### src/hdl/fls_pkg.sv
// ----------------------------------------------------------------------------
// fls_pkg: shared constants and types for the saturating low-pass FIR
// Widths, tap count, Q1.23 design coefficients and the rounding helper that
// turns them into the working coefficient format.
// ----------------------------------------------------------------------------
package fls_pkg;

  localparam int TAPS        = 21;
  localparam int COEFF_BITS  = 16;
  localparam int DESIGN_TAPS = 21;
  localparam int SAMPLE_W    = 32;
  localparam int FILT_W      = 16;
  localparam int FRAC_BITS   = COEFF_BITS - 1;
  localparam int PROD_W      = SAMPLE_W + COEFF_BITS;
  localparam int ACC_W       = PROD_W + $clog2(TAPS);

  typedef logic signed [SAMPLE_W-1:0]   sample_t;
  typedef logic signed [COEFF_BITS-1:0] coeff_t;
  typedef logic signed [PROD_W-1:0]     prod_t;
  typedef logic signed [ACC_W-1:0]      acc_t;
  typedef logic signed [FILT_W-1:0]     filt_t;

  localparam filt_t FILT_MAX = filt_t'(16'sh7FFF);
  localparam filt_t FILT_MIN = filt_t'(16'sh8000);

  localparam acc_t ACC_HI  = acc_t'(longint'(32767) <<< FRAC_BITS);
  localparam acc_t ACC_LO  = acc_t'(-(longint'(32768) <<< FRAC_BITS));
  localparam acc_t ACC_RND = acc_t'((longint'(1) <<< FRAC_BITS) - 1);

  // Symmetric low-pass design, Q1.23, rounded to nearest
  localparam logic signed [24:0] DESIGN_Q23 [DESIGN_TAPS] = '{
    -25'sd168646,  -25'sd490129,  -25'sd513202,  -25'sd91766,
     25'sd429924,   25'sd278677,  -25'sd474399,  -25'sd718526,
     25'sd531667,   25'sd2607636,  25'sd3644271,  25'sd2607636,
     25'sd531667,  -25'sd718526,  -25'sd474399,   25'sd278677,
     25'sd429924,  -25'sd91766,   -25'sd513202,  -25'sd490129,
    -25'sd168646
  };

  // Round Q1.23 to Q1.(COEFF_BITS-1), ties toward plus infinity
  function automatic coeff_t coeff_at(input int idx);
    longint v;
    int     sh;
    sh = 24 - COEFF_BITS;
    if (idx < 0 || idx >= DESIGN_TAPS) begin
      return '0;
    end
    v = longint'(DESIGN_Q23[idx]);
    if (sh > 0) begin
      v = (v + (longint'(1) <<< (sh - 1))) >>> sh;
    end
    return coeff_t'(v);
  endfunction

endpackage

### src/hdl/fls_cell.sv
// ----------------------------------------------------------------------------
// fls_cell: one tap of the transposed FIR chain
// Multiplies the broadcast sample by its coefficient and adds the partial sum
// handed over by the next cell; the result is held for the previous cell.
// ----------------------------------------------------------------------------
module fls_cell import fls_pkg::*; (
  input  logic    clk,
  input  logic    rst_n,
  input  logic    en,
  input  logic    clr,
  input  sample_t x,
  input  coeff_t  coeff,
  input  acc_t    sum_in,
  output acc_t    sum_out
);

  prod_t prod;
  acc_t  sum_r;
  acc_t  sum_nxt;

  assign prod    = x * coeff;
  // clr drops all older contributions: history starts from zero
  assign sum_nxt = acc_t'(prod) + (clr ? acc_t'('0) : sum_in);
  assign sum_out = sum_r;

  always_ff @(posedge clk) begin
    if (!rst_n) begin
      sum_r <= '0;
    end else if (en) begin
      sum_r <= sum_nxt;
    end
  end

endmodule

### config.mk
export PLATFORM = sky130hd
export DESIGN_NAME = fls_cell
export DESIGN_NICKNAME = d
export VERILOG_FILES = /design/src/hdl/fls_pkg.sv /design/src/hdl/fls_cell.sv
export SDC_FILE = /design/constraint.sdc
export NUM_CORES = 2
export LEC_CHECK = 0
export BUFFER_PORTS_ARGS = -buffer_cell sky130_fd_sc_hd__buf_2
export CAP_MARGIN = 20
export CORE_UTILIZATION = 40
export DETAILED_ROUTE_END_ITERATION = 6
export PLACE_DENSITY = 0.68
export RECOVER_POWER = 50
export SLEW_MARGIN = 20
export SYNTH_ARGS = -nofsm -noshare
export SYNTH_HDL_FRONTEND = slang
export SYNTH_SLANG_ARGS = --single-unit
### constraint.sdc
create_clock -name clk -period 14.21 [get_ports clk]
set_input_delay 0.7105 -clock clk [delete_from_list [all_inputs] [get_ports clk]]
set_output_delay 0.7105 -clock clk [all_outputs]
set_load 0.05 [all_outputs]
==> Flow_metrics.wiki <==
{| class="wikitable"
! Metric !! Value
|-
| Area enclosed by the die boundary || around 0.057 mm2
|-
| Number of DRC violations after detailed routing || 0
|-
| Via Count || between 15000 and 20000
|-
| WS Path Type || in -> reg
|-
| Final critical path time including I/O delays and setup || slightly above 7000 ps
|-
| Layout-stage area growth over the synthesis result || 6.30%
|-
| Worst-path clk slew || approximately 70 ps
|-
| Number of hold-repair buffers added at the cts stage || 0
|-
| Worst relative slew slack || 29.3%
|-
| TritonCTS sink count || 53
|-
| Instance count along the most critical hold path || 2
|-
| Number of I/O port buffers || around 160
|-
| Clock latency at the later pin of the worst-skew pair || between 200 and 300 ps
|-
| Cell area reported after detailed placement || about 0.024 mm2
|-
| Num CTS Buffers || 5
|-
| Post-route non-filler standard cell count || 3310
|-
| Final Max Slew Viols || 0
|-
| Core Footprint || roughly 0.055 mm2
|-
| Fraction of layout cells with a size suffix above 1 || 5.12%
|-
| Class of the tightest hold or removal check || reg -> reg
|-
| Arrival time of the worst setup path || 7450 ps
|-
| Largest net degree at the start of global routing || 60
|-
| Number of rows in the core area || between 80 and 90
|-
| Ys async rst share || 0%
|-
| Worst path buffer plus inverter count || 6
|-
| Total setup violations reported at the end of the flow || 0
|-
| Height of the die || between 200 and 250 um
|-
| Final net count || about 3400
|-
| Utilization after layout || roughly 43%
|-
| Length of the first detailed-routing pass in iterations || 5
|-
| Global-route wire length before repair || about 94 mm
|-
| Sequence of cells on the critical path || buf_2 > nand2_1 > inv_1 > fa_1 > fa_1 > inv_1 > fa_1 > fa_1 > inv_1 > fa_1 > inv_1 > fa_1 > inv_1 > ha_1 > nand2_1 > nor4_1 > nand4_1 > a2111oi_0 > nor3_1 > nand2_1 > o211ai_1
|-
| Delay of the slowest critical-path stage || about 860 ps
|-
| Average cell area after synthesis || roughly 9.0 um2
|-
| Setup repair after global routing missed its margin || no
|-
| Warnings from Yosys || 0
|-
| Post-CTS sizing || 0
|-
| Drt initial violations || 830
|-
| Most frequent standard cell in the layout excluding fill and tap cells || inv_1
|-
| Seq/Total Area, Yosys || 4.72%
|-
| Number of cells on the critical path || 21
|-
| Number of antenna violations at the first check in global routing || 0
|-
| HPWL Detailed || 47.5 mm
|-
| Slew at the pin closest to its max-slew limit || 1060 ps
|-
| Post-route design area || between 0.02 and 0.025 mm2
|-
| Detail Route Antenna Nets || 0
|-
| Commonest cells after routing, fill and taps aside || inv_1 (604), fa_1 (558), nand2_1 (369)
|-
| Count of H-tree levels built during CTS || 2
|-
| Most frequent CP cell || fa_1
|-
| Slowest library cell on the worst path || fa_1
|-
| Syn Nets || roughly 3300
|-
| Vias in the first global route || 17700
|-
| Achievable frequency || around 140 MHz
|-
| Via/cell ratio || roughly 5.0
|-
| TritonCTS clock tree || built
|-
| Mapped cell area || 0.0225 mm2
|-
| Setup TNS after final layout || 0 ps
|-
| Effective utilization at floorplan || 40.6%
|-
| Overflow left after global routing || 0
|-
| Worst Setup End Kind || flop
|-
| Bufs on Longest Clock Path || 2
|-
| Post-route fraction of the period consumed by the critical path || 51.1%
|-
| Chip width || ~240 um
|-
| Routed length per placed instance || approximately 17 um
|-
| Crit path required time || 14390 ps
|-
| RD Place Congestion || roughly 0.87
|-
| Number of enable flip-flop cells after synthesis || 0
|-
| Flops & latches, synth || between 50 and 60
|-
| Overall fraction of global-route tracks in use || a little over a fifth
|-
| Result of the run || complete, no violations
|-
| Number of flip-flops in the largest register || 53
|-
| I/O Pins || 158
|-
| Largest clock skew in the final design || 0 ps
|-
| Critical path startpoint category || input pin
|-
| Worst-case reg-to-reg path depth || 2
|-
| Number of endpoints with negative hold slack in the final report || 0
|-
| Max-Cap Viols || 0
|-
| Synth unique cells || 58
|-
| Clock root buffer master || clkbuf_16
|-
| Final Routed Wirelength || approximately 57 mm
|-
| DP Cell Count || 3300
|-
| Family of cells with the greatest summed delay on the critical path || adder cells
|-
| Main synth FF type || dfxtp_1
|-
| Instance count of the mapped netlist || approximately 2500
|-
| Buffer count from post-CTS setup fixing || 0
|-
| Crit path max fanout || 32
|}
-- routing by layer --
layer | up-vias | global-route usage, % | routed length (um)
met4 | 0 | 3.34 | 877
met5 | - | 0 | 0
met3 | 57 | 2.30 | 2950
met2 | 481 | 37.9 | 29700
met1 | 8573 | 27.1 | 23500
li1 | 7456 | - | -
-- synth_stat cells, types with 13 or more instances --
master	n	area [um2]
fa_1	558	11200
a21o_1	31	233
mux2i_1	35	350
xor2_1	13	114
inv_1	604	2270
ha_1	141	1760
nand2_1	369	1390
dfxtp_1	53	1060
clkbuf_1	110	413
nand3_1	15	75.1
nor2b_1	94	588
xnor2_1	36	315
o21ai_0	24	120
a21oi_1	57	285
o21a_1	13	97.6
nor2_1	49	184
and2_1	167	1040
-- cell families (layout without fill, tap and decap cells) --
family                   after synthesis  count (layout)  synth area share, %
AO/OA/AOI/OAI                        205             205                 6.17
XOR/XNOR                              49              49                 1.91
adder cells (fa/ha/maj)              699             699                 57.6
buffers and inverters                719             775                 12.0
flip-flops                            53              53                 4.72
multiplexers                          35              35                 1.56
other                                  0               2                    0
AND/OR/NAND/NOR                      744             744                 16.0
-- through the flow --
| stage | worst slack [ps] | hold slack [ps] |
|---|---|---|
| floorplan | 7800 | 658 |
| CTS | 6940 | 456 |
| detailed placement | 6630 | 446 |
| global route | 6430 | 492 |
| global placement | 6700 | 435 |
| finish | 6940 | 454 |
-- worst register-to-register path: cells and delay by family (launching register included) --
kind | cells | cell delay (ps)
flops | 1 | 310
simple gates | 1 | 260
compound gates | 1 | 120
-- final cells by class --
cell class,instances,area (um2)
Tap cell,748,936
Clock inverter,2,13.8
Clock buffer,6,129
Multi-Input combinational cell,1732,18700
Timing Repair Buffer,163,764
Sequential cell,53,1060
Antenna cell,2,5.00
Fill cell,5552,31400
Inverter,604,2270
-- worst paths after layout --
kind | from | to | slack (ps)
min reg2reg | sum_out[48]$_SDFFE_PN0P_ | sum_out[48]$_SDFFE_PN0P_ | 450
min | sum_out[48]$_SDFFE_PN0P_ | sum_out[48]$_SDFFE_PN0P_ | 450
max | coeff[1] | sum_out[52]$_SDFFE_PN0P_ | 6940
max reg2reg | sum_out[18]$_SDFFE_PN0P_ | sum_out[18]$_SDFFE_PN0P_ | 13420
Power is left out: the tool's default activity adds up to more than one toggle a clock period on the data nets, which glitch-free logic cannot reach.
