## src/hdl/fls_pkg.sv

```systemverilog
// ----------------------------------------------------------------------------
// fls_pkg: shared constants and types for the saturating low-pass FIR
// Widths, tap count, Q1.23 design coefficients and the rounding helper that
// turns them into the working coefficient format.
// ----------------------------------------------------------------------------
package fls_pkg;

  localparam int TAPS        = 21;
  localparam int COEFF_BITS  = 16;
  localparam int DESIGN_TAPS = 21;
  localparam int SAMPLE_W    = 32;
  localparam int FILT_W      = 16;
  localparam int FRAC_BITS   = COEFF_BITS - 1;
  localparam int PROD_W      = SAMPLE_W + COEFF_BITS;
  localparam int ACC_W       = PROD_W + $clog2(TAPS);

  typedef logic signed [SAMPLE_W-1:0]   sample_t;
  typedef logic signed [COEFF_BITS-1:0] coeff_t;
  typedef logic signed [PROD_W-1:0]     prod_t;
  typedef logic signed [ACC_W-1:0]      acc_t;
  typedef logic signed [FILT_W-1:0]     filt_t;

  localparam filt_t FILT_MAX = filt_t'(16'sh7FFF);
  localparam filt_t FILT_MIN = filt_t'(16'sh8000);

  localparam acc_t ACC_HI  = acc_t'(longint'(32767) <<< FRAC_BITS);
  localparam acc_t ACC_LO  = acc_t'(-(longint'(32768) <<< FRAC_BITS));
  localparam acc_t ACC_RND = acc_t'((longint'(1) <<< FRAC_BITS) - 1);

  // Symmetric low-pass design, Q1.23, rounded to nearest
  localparam logic signed [24:0] DESIGN_Q23 [DESIGN_TAPS] = '{
    -25'sd168646,  -25'sd490129,  -25'sd513202,  -25'sd91766,
     25'sd429924,   25'sd278677,  -25'sd474399,  -25'sd718526,
     25'sd531667,   25'sd2607636,  25'sd3644271,  25'sd2607636,
     25'sd531667,  -25'sd718526,  -25'sd474399,   25'sd278677,
     25'sd429924,  -25'sd91766,   -25'sd513202,  -25'sd490129,
    -25'sd168646
  };

  // Round Q1.23 to Q1.(COEFF_BITS-1), ties toward plus infinity
  function automatic coeff_t coeff_at(input int idx);
    longint v;
    int     sh;
    sh = 24 - COEFF_BITS;
    if (idx < 0 || idx >= DESIGN_TAPS) begin
      return '0;
    end
    v = longint'(DESIGN_Q23[idx]);
    if (sh > 0) begin
      v = (v + (longint'(1) <<< (sh - 1))) >>> sh;
    end
    return coeff_t'(v);
  endfunction

endpackage

```

## src/hdl/fls_if.sv

```systemverilog


interface fls_out_if import fls_pkg::*; ();
  logic  valid;
  logic  ready;
  filt_t filtered;
  logic  clipped;

  modport source (output valid, output filtered, output clipped, input ready);
  modport sink   (input valid, input filtered, input clipped, output ready);
endinterface

```

## src/hdl/fls_sat.sv

```systemverilog
// ----------------------------------------------------------------------------
// fls_sat: truncate and saturate stage with output register
// Scales the full-precision sum back to integer (toward zero), clamps it to
// 16 bits, flags clipping and holds the result for the output transfer.
// ----------------------------------------------------------------------------
module fls_sat import fls_pkg::*; (
  input  logic  clk,
  input  logic  rst_n,
  input  logic  acc_valid,
  output logic  acc_ready,
  input  acc_t  acc,
  fls_out_if.source out_ch
);

  acc_t  scaled;
  filt_t filt_nxt;
  logic  clip_nxt;
  logic  load;

  assign acc_ready = !out_ch.valid || out_ch.ready;
  assign load      = acc_valid && acc_ready;
  assign scaled    = acc[ACC_W-1] ? ((acc + ACC_RND) >>> FRAC_BITS) : (acc >>> FRAC_BITS);

  always_comb begin
    priority if (acc > ACC_HI) begin
      filt_nxt = FILT_MAX;
      clip_nxt = 1'b1;
    end else if (acc < ACC_LO) begin
      filt_nxt = FILT_MIN;
      clip_nxt = 1'b1;
    end else begin
      filt_nxt = scaled[FILT_W-1:0];
      clip_nxt = 1'b0;
    end
  end

  always_ff @(posedge clk) begin
    if (!rst_n) begin
      out_ch.valid <= 1'b0;
    end else if (load) begin
      out_ch.valid <= 1'b1;
    end else if (out_ch.ready) begin
      out_ch.valid <= 1'b0;
    end
  end

  always_ff @(posedge clk) begin
    if (load) begin
      out_ch.filtered <= filt_nxt;
      out_ch.clipped  <= clip_nxt;
    end
  end

  a_clip_at_rail: assert property (@(posedge clk) disable iff (!rst_n)
    out_ch.valid && out_ch.clipped |->
      (out_ch.filtered == FILT_MAX || out_ch.filtered == FILT_MIN))
    else $error("clipped result not at a rail");

  a_reset_empty: assert property (@(posedge clk)
    !rst_n |=> !out_ch.valid)
    else $error("output valid right after reset");

  a_acc_held: assert property (@(posedge clk) disable iff (!rst_n)
    acc_valid && !acc_ready |=> acc_valid && $stable(acc))
    else $error("pending sum changed while stalled");

  a_load_shows: assert property (@(posedge clk) disable iff (!rst_n)
    load |=> out_ch.valid)
    else $error("loaded result not presented");

endmodule

```

## src/flat_wrapper.sv

```systemverilog
// flat-port wrapper written by rule: the top's interface ports become plain ports
module fls_sat_flat import fls_pkg::*;
  (clk, rst_n, acc_valid, acc_ready, acc, out_ch_valid, out_ch_filtered, out_ch_clipped, out_ch_ready);
  fls_out_if out_ch_i ();
  input  logic clk;
  input  logic rst_n;
  input  logic acc_valid;
  output logic acc_ready;
  input  acc_t acc;
  output wire logic [$bits(out_ch_i.valid)-1:0] out_ch_valid;
  output wire logic [$bits(out_ch_i.filtered)-1:0] out_ch_filtered;
  output wire logic [$bits(out_ch_i.clipped)-1:0] out_ch_clipped;
  input wire logic [$bits(out_ch_i.ready)-1:0] out_ch_ready;
  assign out_ch_valid = out_ch_i.valid;
  assign out_ch_filtered = out_ch_i.filtered;
  assign out_ch_clipped = out_ch_i.clipped;
  assign out_ch_i.ready = out_ch_ready;
  fls_sat u_core (.clk(clk), .rst_n(rst_n), .acc_valid(acc_valid), .acc_ready(acc_ready), .acc(acc), .out_ch(out_ch_i));
endmodule
```

## config.mk

```make
export PLATFORM = sky130hd
export DESIGN_NAME = fls_sat_flat
export DESIGN_NICKNAME = d
export VERILOG_FILES = /design/src/hdl/fls_pkg.sv /design/src/hdl/fls_if.sv /design/src/hdl/fls_sat.sv /design/src/flat_wrapper.sv
export SDC_FILE = /design/constraint.sdc
export NUM_CORES = 1
export LEC_CHECK = 0
export BUFFER_PORTS_ARGS = -buffer_cell sky130_fd_sc_hd__buf_2
export CAP_MARGIN = 20
export CORE_ASPECT_RATIO = 0.5
export CORE_UTILIZATION = 42
export CTS_CLUSTER_DIAMETER = 50
export DETAILED_ROUTE_END_ITERATION = 10
export PLACE_DENSITY = 0.79
export REMOVE_ABC_BUFFERS = 1
export SYNTH_ARGS = -nofsm -noshare
export SYNTH_HDL_FRONTEND = slang
export SYNTH_SLANG_ARGS = --single-unit
```

## constraint.sdc

```tcl
create_clock -name clk -period 1.93 [get_ports clk]
set_input_delay 0.2895 -clock clk [delete_from_list [all_inputs] [get_ports clk]]
set_output_delay 0.2895 -clock clk [all_outputs]
set_load 0.1 [all_outputs]
```

==> results of run 1 <==
cell type report:
class	count	share of cell area [%]
clock buffer	4	2.68
inverter	5	1.12
multi-input combinational	83	36.4
sequential	18	31.6
tap	37	2.76
timing repair buffer	82	25.5
flip-flops by register name (all words and copies together) (netlist names):
name	flops
u_core.out_ch.filtered	16
u_core.out_ch.clipped	1
u_core.out_ch.valid	1
final timing paths:
path,start,cells past startpoint,end
worst min register to register,u_core.out_ch.valid$_SDFFE_PN0P_,2,u_core.out_ch.valid$_SDFFE_PN0P_
worst max-delay path,acc[7],6,u_core.out_ch.filtered[9]$_SDFFCE_PN1P_
worst max register to register,u_core.out_ch.valid$_SDFFE_PN0P_,3,u_core.out_ch.filtered[12]$_SDFFCE_PN1P_
worst min-delay path,rst_n,2,u_core.out_ch.valid$_SDFFE_PN0P_
cell families (layout without fill, tap and decap cells):
kind of cell | after synthesis | in the layout | share of synthesized area [%]
buffers and inverters | 10 | 91 | 5.82
AO/OA/AOI/OAI | 21 | 21 | 14.0
AND/OR/NAND/NOR | 48 | 48 | 25.9
XOR/XNOR | 14 | 14 | 10.2
flip-flops | 18 | 18 | 44.1
power breakdown:
part | internal, mW | switching, mW
Combinational | 0.0964 | 0.267
Clock | 0.147 | 0.120
Sequential | 0.457 | 0.00457
Total | 0.700 | 0.392
synthesized netlist by cell type:
| cell | instances | area share, % |
|---|---|---|
| o21a_1 | 3 | 1.9 |
| nor4_1 | 9 | 4.7 |
| and4_4 | 1 | 0.94 |
| xor2_1 | 13 | 9.5 |
| nand4_2 | 2 | 2.1 |
| and3_1 | 3 | 1.6 |
| o21ai_2 | 9 | 6.5 |
| and2_1 | 1 | 0.52 |
| nand2_2 | 1 | 0.52 |
| o21ai_1 | 3 | 1.2 |
| a41o_4 | 1 | 1.8 |
| edfxtp_1 | 17 | 42 |
| nor3_1 | 2 | 0.83 |
| clkbuf_1 | 1 | 0.31 |
| nand2_1 | 2 | 0.62 |
| and3_2 | 2 | 1.2 |
| nand2b_1 | 2 | 1.0 |
| dfxtp_1 | 1 | 1.7 |
| nor3_2 | 1 | 0.83 |
| nand4_1 | 10 | 5.2 |
| xnor2_1 | 1 | 0.73 |
| a41oi_1 | 1 | 0.73 |
| nor2_1 | 1 | 0.31 |
| a21boi_0 | 1 | 0.62 |
| o21ai_0 | 3 | 1.2 |
| buf_6 | 2 | 1.9 |
| and4_1 | 3 | 2.2 |
| buf_12 | 1 | 1.7 |
| inv_1 | 5 | 1.6 |
| nand3_1 | 8 | 3.3 |
| buf_2 | 1 | 0.42 |
metrics by stage:
step	std cells	hold slack (ns)	setup WS, ns
floorplan	106	0.428	-0.783
detailed placement	225	0.517	0.0665
finish	229	0.291	0.338
global placement	225	0.510	0.0963
global route	229	0.304	0.159
CTS	229	0.284	0.333
metal layers:
layer  global-route usage, %  up-vias  part of all wire [%]  routed length [um]
li1                        -      597                     -                   -
met4                    4.72        0                  0.30                   8
met2                    33.6       45                    48                1280
met5                       0        -                     0                   0
met3                    3.95        2                   5.4                 143
met1                    21.6      523                    46                1220
==> reports/qor.yml, run 1 <==
status:
  status: "completed"
layout:
  regArea_um2: 531
  fill_cells: 233
  final_area_um2: 1680
  fin_nets: 250
  layout-drive-gt1-share_pct: 53.6
  antenna_cells: 0
  multi_input_area_um2: 611
  post-route-util_pct: 63.3
  area_delta_synth_final_pct: 39.5
  final_common_cell: "buf_2"
  final_cell_mix: "buf_2 (75), edfxtp_1 (17), xor2_1 (13)"
sta:
  setup_tns_ns: 0
  tightest_slew_ns: 0.490
  slew_headroom_pct: 67.6
  grt_setup_unrepaired: "false"
  period_share_pct: 82.5
  fmax_mhz: 628
  period_minus_slack_ns: 1.59
  final_hold_viol_count: 0
  fin_skew_ns: 0.0126
  drv_slew: 0
  setup_viol: 0
drt:
  route.detailed.drc: 0
  postRouteWirelength_mm: 2.65
  dr.pass1.iters: 4
  route.detailed.wl_per_inst_um: 11.6
  vias_per_cell: 5.10
  via_count: 1167
  drt_iter0_markers: 48
  drtAntennaViolNets: 0
clock_tree:
  ctsHoldBuffers: 0
  cts-resized-gates: 0
  cts_buffers: 3
  clk_pin_slew_worst_paths_ns: 0.06
  cts_setup_buffers: 0
  cts_root_buf: "clkbuf_8"
  cts_tree: "built"
  clk_latency_ns: 0.26
  clockBufferDepth: 2
  cts_max_level: 1
  cts_sinks: 18
placed_design:
  placed_cell_area_um2: 1630
  portBuffers: 75
  dpl.hpwl_mm: 2.18
  routabilityCongestion: 0.889
setup_path:
  crit_top_cell: "nand4_2"
  path_buf_inv: 1
  crit_arrival_ns: 1.58
  critPathTopFamily: "simple AND/OR/NAND/NOR gates"
  reg2reg_slack_ns: 0.84
  crit_path_end_kind: "register"
  startpoint_type: "input pin"
  crit_required_ns: 1.92
  worstSetupPathType: "input pin to register"
  slowest_delay_ns: 0.37
  critPathMaxFanout: 17
  crit_chain: "buf_2 > nor4_1 > nand4_2 > nand4_2 > a41o_4 > o21ai_0"
  critPathSlowestCell: "a41o_4"
die:
  dieArea_um2: 3100
  top_level_ports: 76
  coreArea_um2: 2650
  fp.dieW_um: 77.7
  num_rows: 13
  start_util_pct: 45.4
  dieHeight_um: 39.9
yosys:
  synth_cell_types: 31
  yosysWarningCount: 0
  ys_seq_area_share_pct: 44.1
  synth.ff_latch_count: 18
  synthCells: 111
  synth.avg_cell_area_um2: 10.8
  syn_area_um2: 1200
pwr:
  finalPower_mw: 1.09
  ir_drop_mv: 0.318
  p_per_area_nw_per_um2: 650
  power_leakage_nw: 0.711
global_routing:
  antenna_found_initial: 0
  grt_max_degree: 18
  grt_overflow: 0
  gr-usage-all-layers_pct: 18.0
  grt_pass1_wl_mm: 4.14
  grt_pass1_vias: 983
job:
  cap_violations: 0
worst_hold_path:
  hold_path_class: "input pin to register"
Note: power is estimated with default switching activity, not from simulation.
==> run 2, diff against run 1 <==
- clock period: 1.93 -> 1.6 ns (I/O delays scaled with it)
==> reports/qor.yml, run 2 (synthesis results as in run 1) <==
status:
  status: "completed"
sta:
  fmax_mhz: 666
  grt_setup_unrepaired: "false"
  slew_headroom_pct: 61.8  # -5.7 points
  fin_skew_ns: 0.0100  # -0.00259 ns
  drv_slew: 0  # unchanged
  final_hold_viol_count: 0  # unchanged
  setup_viol: 0  # unchanged
  tightest_slew_ns: 0.567  # +0.0776 ns
  period_minus_slack_ns: 1.50
  period_share_pct: 93.9
global_routing:
  grt_overflow: 0  # unchanged
  antenna_found_initial: 0  # unchanged
  grt_max_degree: 18  # unchanged
  gr-usage-all-layers_pct: 18.4  # +0.45 points
  grt_pass1_wl_mm: 4.20  # +1.3%
  grt_pass1_vias: 975  # -0.81%
clock_tree:
  clockBufferDepth: 2  # unchanged
  ctsHoldBuffers: 0  # unchanged
  cts_sinks: 18  # unchanged
  cts_setup_buffers: 0  # unchanged
  clk_pin_slew_worst_paths_ns: 0.06  # about the same
  cts_max_level: 1  # unchanged
  clk_latency_ns: 0.25  # about the same
  cts_tree: "built"
  cts_buffers: 3  # unchanged
  cts_root_buf: "clkbuf_8"
pwr:
  p_per_area_nw_per_um2: 762  # +17%
  power_leakage_nw: 0.796  # +12%
  p_sw_share_pct: 34.8  # -1.1 points
  p_sw_uw: 483  # +23%
  p_clk_share_pct: 26.2  # +1.7 points
  power_frac_comb_pct: 33.6  # +0.3 points
  p_int_uw: 903  # +29%
  finalPower_mw: 1.39  # +27%
  seq_power_share_pct: 40.2  # -2.1 points
  ir_drop_mv: 0.566  # +78%
layout:
  final_area_um2: 1820  # +8.3%
  area_delta_synth_final_pct: 51.1
  fin_nets: 266  # +6.4%
  antenna_cells: 0  # unchanged
  final_common_cell: "buf_2"
  layoutNonFillerInstCount: 245  # +7.0%
  layout-drive-gt1-share_pct: 58.2  # +4.5 points
  final_cell_mix: "buf_2 (75), buf_4 (22), edfxtp_1 (17)"
  top_register: "u_core.out_ch.filtered"
  largest_reg_flops: 16  # unchanged
  largest_registers: "u_core.out_ch.filtered (16), u_core.out_ch.clipped (1), u_core.out_ch.valid (1)"
  post-route-util_pct: 68.6  # +5.3 points
worst_hold_path:
  hold_path_class: "input pin to register"
  hold_depth: 2  # unchanged
  hold_start: "rst_n"
  holdPathEnd: "u_core.out_ch.valid$_SDFFE_PN0P_"
setup_path:
  reg2reg_from: "u_core.out_ch.valid$_SDFFE_PN0P_"
  worstSetupPathType: "input pin to register"
  reg2reg_slack_ns: 0.51  # -0.33 ns
  crit_path_end_kind: "register"
  r2r-end: "u_core.out_ch.filtered[9]$_SDFFCE_PN1P_"
  startpoint_type: "input pin"
  reg2reg_depth: 3  # unchanged
  critPathMaxFanout: 8  # -9
  crit_arrival_ns: 1.50  # -0.08 ns
  crit_required_ns: 1.60  # -0.32 ns
placed_design:
  placed_cell_area_um2: 1750  # +6.9%
  portBuffers: 75  # unchanged
  routabilityCongestion: 0.782  # -12%
  dpl.hpwl_mm: 2.26  # +3.6%
  place_inst: 240  # +6.7%
drt:
  route.detailed.wl_per_inst_um: 12.7  # +10%
  drt_iter0_markers: 57  # +19%
  drtAntennaViolNets: 0  # unchanged
  vias_per_cell: 5.16  # +1.2%
  route.detailed.drc: 0  # unchanged
  via_count: 1264  # +8.3%
  dr.pass1.iters: 4  # unchanged
  postRouteWirelength_mm: 3.12  # +18%
job:
  cap_violations: 0  # unchanged
die:
  start_util_pct: 45.4  # unchanged
  fp.dieW_um: 77.7  # unchanged
  dieHeight_um: 39.9  # unchanged
  coreArea_um2: 2650  # unchanged
  dieArea_um2: 3100  # unchanged
  top_level_ports: 76  # unchanged
  num_rows: 13  # unchanged
-- run 2: worst max-delay path by stage --
| stage | start | endpoint | slack, ns | depth (start not counted) |
|---|---|---|---|---|
| final | acc[7] | u_core.out_ch.filtered[14]$_SDFFCE_PN1P_ | 0.1 | 7 |
| after global routing | acc[7] | u_core.out_ch.filtered[14]$_SDFFCE_PN1P_ | 0.002 | 7 |
| after CTS | acc[7] | u_core.out_ch.filtered[6]$_SDFFCE_PN1P_ | 0.04 | 6 |
| after detailed placement | acc[7] | u_core.out_ch.filtered[6]$_SDFFCE_PN1P_ | -0.22 | 6 |
| after global placement | acc[14] | u_core.out_ch.filtered[9]$_SDFFCE_PN1P_ | -0.17 | 6 |
| after floorplan | u_core.out_ch.valid$_SDFFE_PN0P_ | u_core.out_ch.clipped$_SDFFCE_PN1P_ | -1.11 | 2 |
-- run 2: power groups by stage --
| stage | logic, mW | clock network, mW | registers [mW] |
|---|---|---|---|
| detailed placement | 0.458 | 0 | 0.568 |
| floorplan | 0.0929 | 0 | 0.773 |
| global placement | 0.452 | 0 | 0.567 |
| CTS | 0.460 | 0.367 | 0.558 |
| global route | 0.489 | 0.389 | 0.560 |
| finish | 0.465 | 0.363 | 0.557 |
-- run 2: what timing repair did --
| item | 4_1_cts | 5_1_grt |
|---|---|---|
| resized for setup | 0 | 1 |
| hold endpoints to repair | 0 | 0 |
| endpoints found under the setup margin | 0 | 16 |
-- run 2: final cells by class --
class / instances / area (um^2)
inverters: 5 / 18.8
clock buffers: 4 / 55.1
repair buffers: 97 / 541
well taps: 37 / 46.3
fillers: 206 / 832
multi-input cells: 84 / 628
flip-flops and latches: 18 / 531
-- run 2: through the flow --
| stage | setup WS (ns) | setup TNS, ns | hold slack, ns |
|---|---|---|---|
| floorplan | -1.11 | -25.05 | 0.379 |
| global placement | -0.165 | -2.28 | 0.505 |
| detailed placement | -0.220 | -2.72 | 0.517 |
| CTS | 0.0423 | 0 | 0.256 |
| global route | 0.00194 | 0 | 0.251 |
| finish | 0.0981 | 0 | 0.255 |
-- run 2: critical path: stages --
cell and delay [ns]:
buf_2 0.10, nor4_1 0.32, nand4_2 0.21, buf_4 0.22, nand4_1 0.14, xor2_1 0.21
o21ai_2 0.06
-- run 2: per-layer routing --
layer	GRT usage (%)	routed length, um	vias up
met2	36.1	1540	51
met1	22.1	1390	574
met3	3.49	181	2
li1	-	-	637
met5	0	0	-
met4	2.83	16	0
